**config.mk**
```make
export PLATFORM = sky130hd
export DESIGN_NAME = circular_deque_insert_dump_top
export DESIGN_NICKNAME = d
export VERILOG_FILES = /design/src/design/cdq_pkg.sv /design/src/design/cdq_front.sv /design/src/design/cdq_back.sv /design/src/design/circular_deque_insert_dump_top.sv
export SDC_FILE = /design/constraint.sdc
export NUM_CORES = 1
export LEC_CHECK = 0
export BUFFER_PORTS_ARGS = -buffer_cell sky130_fd_sc_hd__buf_4
export CAP_MARGIN = 5
export CELL_PAD_IN_SITES_DETAIL_PLACEMENT = 0
export CELL_PAD_IN_SITES_GLOBAL_PLACEMENT = 1
export CORE_UTILIZATION = 48
export DETAILED_ROUTE_END_ITERATION = 6
export PLACE_DENSITY = 0.8
export RECOVER_POWER = 25
export SKIP_CTS_REPAIR_TIMING = 1
export SYNTH_ARGS = -nofsm -noshare
export SYNTH_HDL_FRONTEND = slang
export SYNTH_SLANG_ARGS = --single-unit
export TNS_END_PERCENT = 20
```
**constraint.sdc**
```tcl
create_clock -name clk -period 3.63 [get_ports clk]
set_clock_uncertainty 0.1 [all_clocks]
set_input_delay 0.726 -clock clk [delete_from_list [all_inputs] [get_ports clk]]
set_output_delay 0.726 -clock clk [all_outputs]
set_load 0.05 [all_outputs]
```
**src/design/cdq_pkg.sv**
```systemverilog
package cdq_pkg;

  localparam int DEPTH   = 8;
  localparam int IDX_W   = (DEPTH > 1) ? $clog2(DEPTH) : 1;
  localparam int WORD_W  = 32;
  localparam int QDEPTH  = 2;
  localparam int Q_IDX_W = (QDEPTH > 1) ? $clog2(QDEPTH) : 1;
  localparam int Q_CNT_W = $clog2(QDEPTH + 1);

  typedef logic [IDX_W-1:0]          idx_t;
  typedef logic signed [WORD_W-1:0]  word_t;
  typedef logic [1:0]                kind_t;
  typedef logic [1:0]                status_t;

  localparam kind_t KIND_PUSH_REAR  = 2'd0;
  localparam kind_t KIND_PUSH_FRONT = 2'd1;
  localparam kind_t KIND_DUMP       = 2'd2;
  localparam kind_t KIND_NONE       = 2'd3;

  localparam status_t STAT_OK       = 2'd0;
  localparam status_t STAT_OVERFLOW = 2'd1;
  localparam status_t STAT_EMPTY    = 2'd2;
  localparam status_t STAT_ELEMENT  = 2'd3;

  typedef struct packed {
    kind_t op;
    word_t value;
  } cmd_t;

  function automatic idx_t next_idx(input idx_t i);
    if (i == IDX_W'(DEPTH - 1)) begin
      return '0;
    end
    return i + IDX_W'(1);
  endfunction

  function automatic idx_t prev_idx(input idx_t i);
    if (i == '0) begin
      return IDX_W'(DEPTH - 1);
    end
    return i - IDX_W'(1);
  endfunction

endpackage

```
**src/design/cdq_front.sv**
```systemverilog
module cdq_front (
  input  logic           clk,
  input  logic           rst_n,
  input  logic           start,
  output logic           busy,
  input  cdq_pkg::kind_t in_kind,
  input  cdq_pkg::word_t in_push_value,
  output logic           cmd_valid,
  output cdq_pkg::cmd_t  cmd,
  input  logic           cmd_pop
);
  import cdq_pkg::*;

  cmd_t                q_mem [QDEPTH];
  logic [Q_IDX_W-1:0]  head_r, head_nxt;
  logic [Q_IDX_W-1:0]  tail_r, tail_nxt;
  logic [Q_CNT_W-1:0]  cnt_r, cnt_nxt;
  logic                enq;

  function automatic logic [Q_IDX_W-1:0] q_next(input logic [Q_IDX_W-1:0] i);
    if (i == Q_IDX_W'(QDEPTH - 1)) begin
      return '0;
    end
    return i + Q_IDX_W'(1);
  endfunction

  assign busy      = (cnt_r == Q_CNT_W'(QDEPTH));
  assign cmd_valid = (cnt_r != '0);
  assign cmd       = q_mem[head_r];

  // unused kind is taken but never queued, so it yields nothing
  assign enq = start && !busy && (in_kind != KIND_NONE);

  always_comb begin
    head_nxt = head_r;
    tail_nxt = tail_r;
    cnt_nxt  = cnt_r;
    if (enq) begin
      tail_nxt = q_next(tail_r);
    end
    if (cmd_pop) begin
      head_nxt = q_next(head_r);
    end
    priority if (enq && !cmd_pop) begin
      cnt_nxt = cnt_r + Q_CNT_W'(1);
    end else if (!enq && cmd_pop) begin
      cnt_nxt = cnt_r - Q_CNT_W'(1);
    end else begin
      cnt_nxt = cnt_r;
    end
  end

  always_ff @(posedge clk) begin
    if (!rst_n) begin
      head_r <= '0;
      tail_r <= '0;
      cnt_r  <= '0;
    end else begin
      head_r <= head_nxt;
      tail_r <= tail_nxt;
      cnt_r  <= cnt_nxt;
    end
  end

  always_ff @(posedge clk) begin
    if (enq) begin
      q_mem[tail_r] <= '{op: in_kind, value: in_push_value};
    end
  end

  a_cnt_bound: assert property (@(posedge clk) disable iff (!rst_n)
    cnt_r <= Q_CNT_W'(QDEPTH))
    else $error("command queue count out of range");

  a_pop_nonempty: assert property (@(posedge clk) disable iff (!rst_n)
    cmd_pop |-> cnt_r != '0)
    else $error("command popped from empty queue");

  a_enq_grows: assert property (@(posedge clk) disable iff (!rst_n)
    enq && !cmd_pop |=> cnt_r == $past(cnt_r) + Q_CNT_W'(1))
    else $error("queued command not counted");

endmodule

```
**src/design/cdq_back.sv**
```systemverilog
module cdq_back (
  input  logic             clk,
  input  logic             rst_n,
  input  logic             cmd_valid,
  input  cdq_pkg::cmd_t    cmd,
  output logic             cmd_pop,
  output logic             out_valid,
  output cdq_pkg::status_t out_status,
  output cdq_pkg::word_t   out_element,
  output logic             out_is_last
);
  import cdq_pkg::*;

  localparam logic S_IDLE = 1'b0;
  localparam logic S_DUMP = 1'b1;

  word_t   slot_mem [DEPTH];
  word_t   rd_q_r;

  logic    state_r, state_nxt;
  idx_t    front_r, front_nxt;
  idx_t    rear_r, rear_nxt;
  logic    empty_r, empty_nxt;
  idx_t    pos_r, pos_nxt;

  logic    valid_r, valid_nxt;
  status_t status_r, status_nxt;
  logic    last_r, last_nxt;
  logic    sel_r, sel_nxt;

  logic    we;
  idx_t    waddr;
  logic    full;

  assign full = !empty_r && (next_idx(rear_r) == front_r);

  always_comb begin
    state_nxt  = state_r;
    front_nxt  = front_r;
    rear_nxt   = rear_r;
    empty_nxt  = empty_r;
    pos_nxt    = pos_r;
    valid_nxt  = 1'b0;
    status_nxt = STAT_OK;
    last_nxt   = 1'b1;
    sel_nxt    = 1'b0;
    we         = 1'b0;
    waddr      = '0;
    cmd_pop    = 1'b0;
    unique case (state_r)
      S_IDLE: begin
        if (cmd_valid) begin
          cmd_pop = 1'b1;
          unique case (cmd.op)
            KIND_PUSH_REAR, KIND_PUSH_FRONT: begin
              valid_nxt = 1'b1;
              priority if (full) begin
                status_nxt = STAT_OVERFLOW;
              end else if (empty_r) begin
                front_nxt = '0;
                rear_nxt  = '0;
                empty_nxt = 1'b0;
                we        = 1'b1;
                waddr     = '0;
              end else if (cmd.op == KIND_PUSH_REAR) begin
                rear_nxt = next_idx(rear_r);
                we       = 1'b1;
                waddr    = next_idx(rear_r);
              end else begin
                front_nxt = prev_idx(front_r);
                we        = 1'b1;
                waddr     = prev_idx(front_r);
              end
            end
            KIND_DUMP: begin
              if (empty_r) begin
                valid_nxt  = 1'b1;
                status_nxt = STAT_EMPTY;
              end else begin
                pos_nxt   = front_r;
                state_nxt = S_DUMP;
              end
            end
            default: ;
          endcase
        end
      end
      S_DUMP: begin
        // read data for pos_r lands in rd_q_r with the strobe
        valid_nxt  = 1'b1;
        status_nxt = STAT_ELEMENT;
        sel_nxt    = 1'b1;
        last_nxt   = (pos_r == rear_r);
        pos_nxt    = next_idx(pos_r);
        if (pos_r == rear_r) begin
          state_nxt = S_IDLE;
        end
      end
      default: state_nxt = S_IDLE;
    endcase
  end

  always_ff @(posedge clk) begin
    if (!rst_n) begin
      state_r <= S_IDLE;
      front_r <= '0;
      rear_r  <= '0;
      empty_r <= 1'b1;
      pos_r   <= '0;
      valid_r <= 1'b0;
    end else begin
      state_r <= state_nxt;
      front_r <= front_nxt;
      rear_r  <= rear_nxt;
      empty_r <= empty_nxt;
      pos_r   <= pos_nxt;
      valid_r <= valid_nxt;
    end
  end

  always_ff @(posedge clk) begin
    status_r <= status_nxt;
    last_r   <= last_nxt;
    sel_r    <= sel_nxt;
  end

  always_ff @(posedge clk) begin
    if (we) begin
      slot_mem[waddr] <= cmd.value;
    end
    rd_q_r <= slot_mem[pos_r];
  end

  assign out_valid   = valid_r;
  assign out_status  = status_r;
  assign out_is_last = last_r;
  assign out_element = sel_r ? rd_q_r : '0;

  a_dump_nonempty: assert property (@(posedge clk) disable iff (!rst_n)
    state_r == S_DUMP |-> !empty_r)
    else $error("dump running on empty deque");

  a_dump_streams: assert property (@(posedge clk) disable iff (!rst_n)
    out_valid && !out_is_last |=> out_valid && out_status == STAT_ELEMENT)
    else $error("dump stream broken before last element");

  a_single_last: assert property (@(posedge clk) disable iff (!rst_n)
    out_valid && out_status != STAT_ELEMENT |-> out_is_last && out_element == '0)
    else $error("push or empty result not a lone last transfer");

endmodule

```
**src/design/circular_deque_insert_dump_top.sv**
```systemverilog
// Double-ended queue of cdq_pkg::DEPTH signed words. Raise start with in_kind
// and in_push_value while busy is low; busy rises when the two-entry command
// queue is full. Each result appears for exactly one cycle with out_valid
// high and cannot be held off, so the receiver must take every transfer.
// A push (rear or front) gives one result, ok or overflow, in the cycle after
// the back end takes it from the queue; while no dump runs, pushes sustain one
// item per cycle. A dump occupies the back end to start, then to read its n
// elements in turn through the single read port of the slot memory, and
// streams n results back to back, the last flagged by out_is_last; a dump
// of an empty deque gives one empty result. Kind 3 is taken and gives nothing.
module circular_deque_insert_dump_top (
  input  logic             clk,
  input  logic             rst_n,
  input  logic             start,
  output logic             busy,
  input  cdq_pkg::kind_t   in_kind,
  input  cdq_pkg::word_t   in_push_value,
  output logic             out_valid,
  output cdq_pkg::status_t out_status,
  output cdq_pkg::word_t   out_element,
  output logic             out_is_last
);
  import cdq_pkg::*;

  logic cmd_valid;
  cmd_t cmd;
  logic cmd_pop;

  cdq_front u_front (
    .clk           (clk),
    .rst_n         (rst_n),
    .start         (start),
    .busy          (busy),
    .in_kind       (in_kind),
    .in_push_value (in_push_value),
    .cmd_valid     (cmd_valid),
    .cmd           (cmd),
    .cmd_pop       (cmd_pop)
  );

  cdq_back u_back (
    .clk         (clk),
    .rst_n       (rst_n),
    .cmd_valid   (cmd_valid),
    .cmd         (cmd),
    .cmd_pop     (cmd_pop),
    .out_valid   (out_valid),
    .out_status  (out_status),
    .out_element (out_element),
    .out_is_last (out_is_last)
  );

endmodule
```
### Yosys cells after proc, flatten, opt, wreduce, memory -nomap -nowiden

Memories as Yosys holds them, arrays and structs flattened. A register that Yosys moved wholly into a read port is not among the register bits.
Cells that the tools add are included.

| operators by class | value |
|---|---|
| eq/ne operators | 12 |
| muxes and demuxes | 75 |
| reduce and logical (&&, ||, !) cells | 19 |
| bitwise logic cells | 2 |
| $add $sub $neg | 7 |

Operators by type and width:

| kind | count |
|---|---|
| 3-bit 2-to-1 mux | 20 |
| 1-bit 2-to-1 mux | 44 |
| 32-bit 2-to-1 mux | 1 |
| 5-bit AND reduction | 2 |
| 2-bit 2-to-1 mux | 4 |
| 2-bit != test (second input constant) | 4 |
| 2-bit one-hot mux with 2 select lines | 2 |
| 3-bit by 1-bit adder with 3-bit output (second input constant) | 2 |
| 3-bit == test | 2 |
| 3-bit == test (second input constant) | 2 |
| 1-bit one-hot mux with 2 select lines | 3 |
| 3-bit one-hot mux with 2 select lines | 1 |
| 2-bit nonzero test | 3 |
| 1-bit logical AND | 5 |
| 2-bit == test (second input constant) | 2 |
| 1-bit zero test | 4 |
| 4-bit AND reduction | 1 |
| 3-bit zero test | 1 |
| 3-bit AND reduction | 1 |
| 3-bit by 1-bit subtractor with 3-bit output (second input constant) | 1 |
| 1-bit adder (second input constant) | 2 |
| 2-bit by 1-bit adder with 2-bit output (second input constant) | 1 |
| 2-bit by 1-bit == test with 1-bit output (second input constant) | 1 |
| 2-bit zero test | 1 |
| other kinds (4) | 5 |

| storage, ports and cells | value |
|---|---|
| input bits | 37 |
| bits in writable memories | 324 |
| logic and storage cells | 129 |
| bits in registers | 20 |
| memories | 2 |
| output and inout port bits | 37 |

Memories:

| memory | words | width | rd ports | clocked after memory_dff | wr ports | RTL line | text |
|---|---|---|---|---|---|---|---|
| u_back.slot_mem | 8 | 32 | 1 | 1 | 1 | cdq_back.sv:17 | `word_t slot_mem [DEPTH];` |
| u_front.q_mem | 2 | 34 | 1 | 1 | 1 | cdq_front.sv:14 | `cmd_t q_mem [QDEPTH];` |

### Longest topological paths before layout

| depth | value |
|---|---|
| depth after elaboration | 16 |
| gate-level depth with buffers | 7 |
| gate-level depth less buffers | 7 |

### Hierarchy

A second synthesis with hierarchy kept.

| second synthesis, totals | value |
|---|---|
| cells, all modules | 687 |
| area total of the unflattened synthesis | 14136.1 um^2 |

By module, submodules not included:

| module | instances | sequential area each (um^2) | area an instance (um^2) | cells an instance |
|---|---|---|---|---|
| cdq_back | 1 | 8648.3 | 11439.7 | 556 |
| cdq_front | 1 | 2142.1 | 2696.3 | 131 |

### Least setup slack after synthesis

Ideal clock, no wire load.

| path | value |
|---|---|
| path type | flip-flop to flip-flop |
| from | reg u_back.rear_r[0] |
| to | mem u_back.slot_mem[0][0] in the netlist's numbering (enable) |
| buffers on the path | 0 |
| data required time | 3.109 ns |
| stages on the path, launching flop included | 8 |
| arrival | 2.941 ns |
| slack | 0.168 ns |
| library setup time | 0.421 ns |
| clock period less this slack | 3.462 ns |
| cell sequence | dfxtp_1 -> ha_1 -> ha_1 -> and3b_1 -> o211ai_1 -> a211o_1 -> o2111ai_1 -> nor2_1 |

| between the ends | value |
|---|---|
| cells in the longest elaborated chain, start to end | 15 |
| elaborated cells on any way between the ends | 25 |
| those cells by class | 1 x add/sub; 2 x eq/ne; 21 x mux; 1 x reduce/logical |

RTL lines:

| item | RTL line | text |
|---|---|---|
| from (decl) | cdq_back.sv:22 | `idx_t rear_r, rear_nxt;` |
| from (signal assigned) | cdq_back.sv:114 | `rear_r <= rear_nxt;` |
| 3-bit == test | cdq_pkg.sv:31 | `if (i == IDX_W'(DEPTH - 1)) begin` |
| 1-bit 2-to-1 mux | cdq_pkg.sv:31 |  |
| 1-bit 2-to-1 mux | cdq_back.sv:65 | `end else if (cmd.op == KIND_PUSH_REAR) begin` |
| 1-bit 2-to-1 mux | cdq_back.sv:59 | `end else if (empty_r) begin` |
| 1-bit 2-to-1 mux | cdq_back.sv:57 | `priority if (full) begin` |
| 1-bit 2-to-1 mux | cdq_back.sv:54 | `unique case (cmd.op)` |
| 1-bit 2-to-1 mux | cdq_back.sv:52 | `if (cmd_valid) begin` |
| 1-bit 2-to-1 mux | cdq_back.sv:50 | `unique case (state_r)` |
| 3-bit 2-to-1 mux | cdq_pkg.sv:34 | `return i + IDX_W'(1);` |
| 3-bit 2-to-1 mux | cdq_back.sv:65 |  |
| 3-bit 2-to-1 mux | cdq_back.sv:59 |  |
| 3-bit 2-to-1 mux | cdq_back.sv:57 |  |
| 3-bit 2-to-1 mux | cdq_back.sv:54 |  |
| 3-bit 2-to-1 mux | cdq_back.sv:52 |  |
| 3-bit 2-to-1 mux | cdq_back.sv:50 |  |
| to (decl) | cdq_back.sv:17 |  |

Several ways; a longest one is shown, not always the timed one. The select of a mux whose other input is x is not followed.

### Final worst setup path

| path | value |
|---|---|
| from | reg u_back.rear_r[0] |
| to | mem u_back.slot_mem[1][0] in the netlist's numbering (enable) |

Same word-level chain as after synthesis.

==> impl_metrics.py <==
metrics = {
    "synthesis": {
        "yosysMostFrequentCell": "edfxtp_1",
        "synth_ff_type": "edfxtp_1",
        "ys_ff_latch": 377,
        "synth.distinct_cells": 47,
        "netlist_top_cells_area": "edfxtp_1 (69%), mux4_2 (10%), dfxtp_1 (7.5%)",
        "synthCells": 686,
        "synth_top_area_cell": "edfxtp_1",
        "synth_common_cells": "edfxtp_1 (324), mux2_2 (66), mux4_2 (64), dfxtp_1 (53), and2_1 (35)",
        "ys_seq_area_share_pct": 76.4,
        "synth_warnings": 0,
        "synth_top_area_share_pct": 68.9,
        "synth-edff-count": 324,
        "syn_area_um2": 14100,
        "async_flop_share_pct": 0,
        "avgSynthCellArea_um2": 20.6,
        "syn-num-nets": 730,
    },
    "sta": {
        "worst_pin_slew_ns": 1.25,
        "relSlewSlack_pct": 16.6,
        "min_period_ns": 3.36,
        "setup-tns-final_ns": 0,
        "finalSetupViolCount": 0,
        "fmax_ghz": 0.298,
        "rsz0062_at_grt": "no",
        "finalCritPeriodShare_pct": 92.5,
        "drv_slew": 0,
        "final-hold-violation-count": 0,
    },
    "worst_setup_path": {
        "path_class": "reg2reg",
        "crit_path_max_fanout": 22,
        "reg2reg_slack_ns": 0.27,
        "cp.required_ns": 3.73,
        "start_kind": "flop",
        "arrival_ns": 3.46,
        "end_kind": "flop",
    },
    "die": {
        "die_h_um": 173,
        "core_um2": 28800,
        "start_util_pct": 49.1,
        "die_width_um": 173,
        "die-area_um2": 30100,
        "rows": 62,
        "ios": 74,
    },
    "clock_network": {
        "ctsRootBufferMaster": "clkbuf_16",
        "clock_path_buffers": 3,
        "cts_buffers": 38,
        "cts_sinks": 377,
        "cts_tree": "built",
        "path_clk_slew_ns": 0.06,
        "clock_latency_ns": 0.51,
        "h-tree-depth": 2,
    },
    "drt": {
        "post_drt_wl_per_cell_um": 22.3,
        "drt_first_iter_violations": 507,
        "vias_per_cell": 5.55,
        "wl_mm": 26.7,
        "drc": 0,
        "num_vias": 6669,
        "drt_pass1_iterations": 5,
        "antenna_left": 0,
    },
    "grt": {
        "grt_overflow_total": 0,
        "grt_usage_pct": 18.3,
        "globalRouteMet2Util_pct": 31.8,
        "grt_pass1_wl_mm": 41.9,
        "busiest_layer": "met2",
        "use_met3_pct": 3.00,
        "grt_pass1_vias": 7240,
        "grt_start_max_net_pins": 45,
        "grt_antenna_before_repair": 0,
        "gr-usage-met1_pct": 23.8,
    },
    "placement": {
        "gp_congestion": 0.851,
        "portBuffers": 73,
        "dp_hpwl_mm": 16.3,
    },
    "finish": {
        "regArea_um2": 10800,
        "drive_above_1_share_pct": 33.4,
        "fillers": 2050,
        "fin_nets": 832,
        "n_antenna_cell": 0,
        "multiInputGateArea_um2": 3220,
        "syn2layout_area_growth_pct": 17.7,
    },
    "status": {
        "status": "finished clean",
    },
    "worst_hold_path": {
        "hold_path.class": "in2reg",
    },
    "job": {
        "drv_cap": 0,
    },
    "pwr": {
        "leakage_uw": 0.00547,
        "ir_worst_vdd_v": 0.000445,
        "power.density_nw_per_um2": 669,
        "power_uw": 11100,
    },
}
-- kinds of logic (layout without fill, tap and decap cells) --
family	count (synthesis)	in the layout	share of synthesized area, %
buf+inv	35	166	1.23
flops	377	377	76.4
simple gates	90	90	3.65
compound gates	34	34	1.75
mux	134	134	15.8
xor+xnor	9	9	0.558
fa+ha+maj	7	7	0.620
-- routing by layer --
layer | vias to the layer above | part of all wire [%]
met5 | - | 0
met4 | 0 | 2.5
met3 | 59 | 5.3
met2 | 232 | 51
met1 | 3423 | 41
li1 | 2955 | -
-- power breakdown --
| part | leakage (µW) | internal (µW) | total [µW] | switching [µW] |
|---|---|---|---|---|
| Clock | 0.000657 | 2610 | 4170 | 1550 |
| Sequential | 0.00338 | 5410 | 5580 | 173 |
| Combinational | 0.00143 | 517 | 1360 | 844 |
-- layout make-up --
type | instances | share of cell area, %
inverters | 7 | 0.158
multi-input cells | 274 | 19.4
well taps | 384 | 2.89
repair buffers | 90 | 4.47
clock inverters | 22 | 2.03
clock buffers | 47 | 6.06
flip-flops and latches | 377 | 65.0
-- placed cells by master (no fill, tap or decap), drive strengths merged, types with 3 or more instances in the layout --
cell type	count
inv	8
mux2	66
xor2	7
a21oi	5
ha	7
buf	56
nor2	22
and2	35
nor3	4
nand2	11
mux4	64
clkbuf	81
clkinv	12
o31ai	3
nand3	3
o21ai	10
o32ai	5
bufinv	9
dfxtp	53
or3	3
mux2i	4
edfxtp	324
-- stage by stage --
stage / setup WS (ns) / std cells / hold WS (ns) / cell area (µm²) / util, %
5_1_grt: 0.187 / 1201 / 0.301 / 16600 / 57.7
2_1_floorplan: 0.168 / 686 / 0.297 / 14100 / -
3_3_place_gp: 0.551 / 1132 / 0.333 / 15300 / 53.2
6_report: 0.274 / 1201 / 0.315 / 16600 / 57.7
4_1_cts: 0.351 / 1201 / 0.282 / 16600 / 57.8
3_5_place_dp: 0.391 / 1132 / 0.343 / 15300 / 53.2
-- registers in the layout (all words and copies together) (netlist names), 2 cells and up, named ones only --
name,flops
u_back.out_status,2
u_back.pos_r,3
u_back.rear_r,3
u_back.slot_mem,256
u_back.front_r,3
u_back.rd_q_r,32
u_front.cnt_r,2
u_front.q_mem,68
-- worst paths after layout --
check,startpoint,end,cells after the start
setup / recovery,u_back.rear_r[0],u_back.slot_mem[1][0],8
hold / removal,in_push_value[11],u_front.q_mem[0][11],1
setup reg to reg,u_back.rear_r[0],u_back.slot_mem[1][0],8
hold reg to reg,u_back.state_r,u_back.sel_r,0
-- worst max-delay path: stages (launching register included) --
cell       delay (ns)
dfxtp_1          0.46
ha_1             0.22
ha_1             0.27
and3b_1          0.21
o211ai_1         0.21
a211o_1          0.28
o2111ai_1        0.50
nor2_4           0.53
buf_12           0.25
No activity file was read; power rests on OpenSTA's default activity.
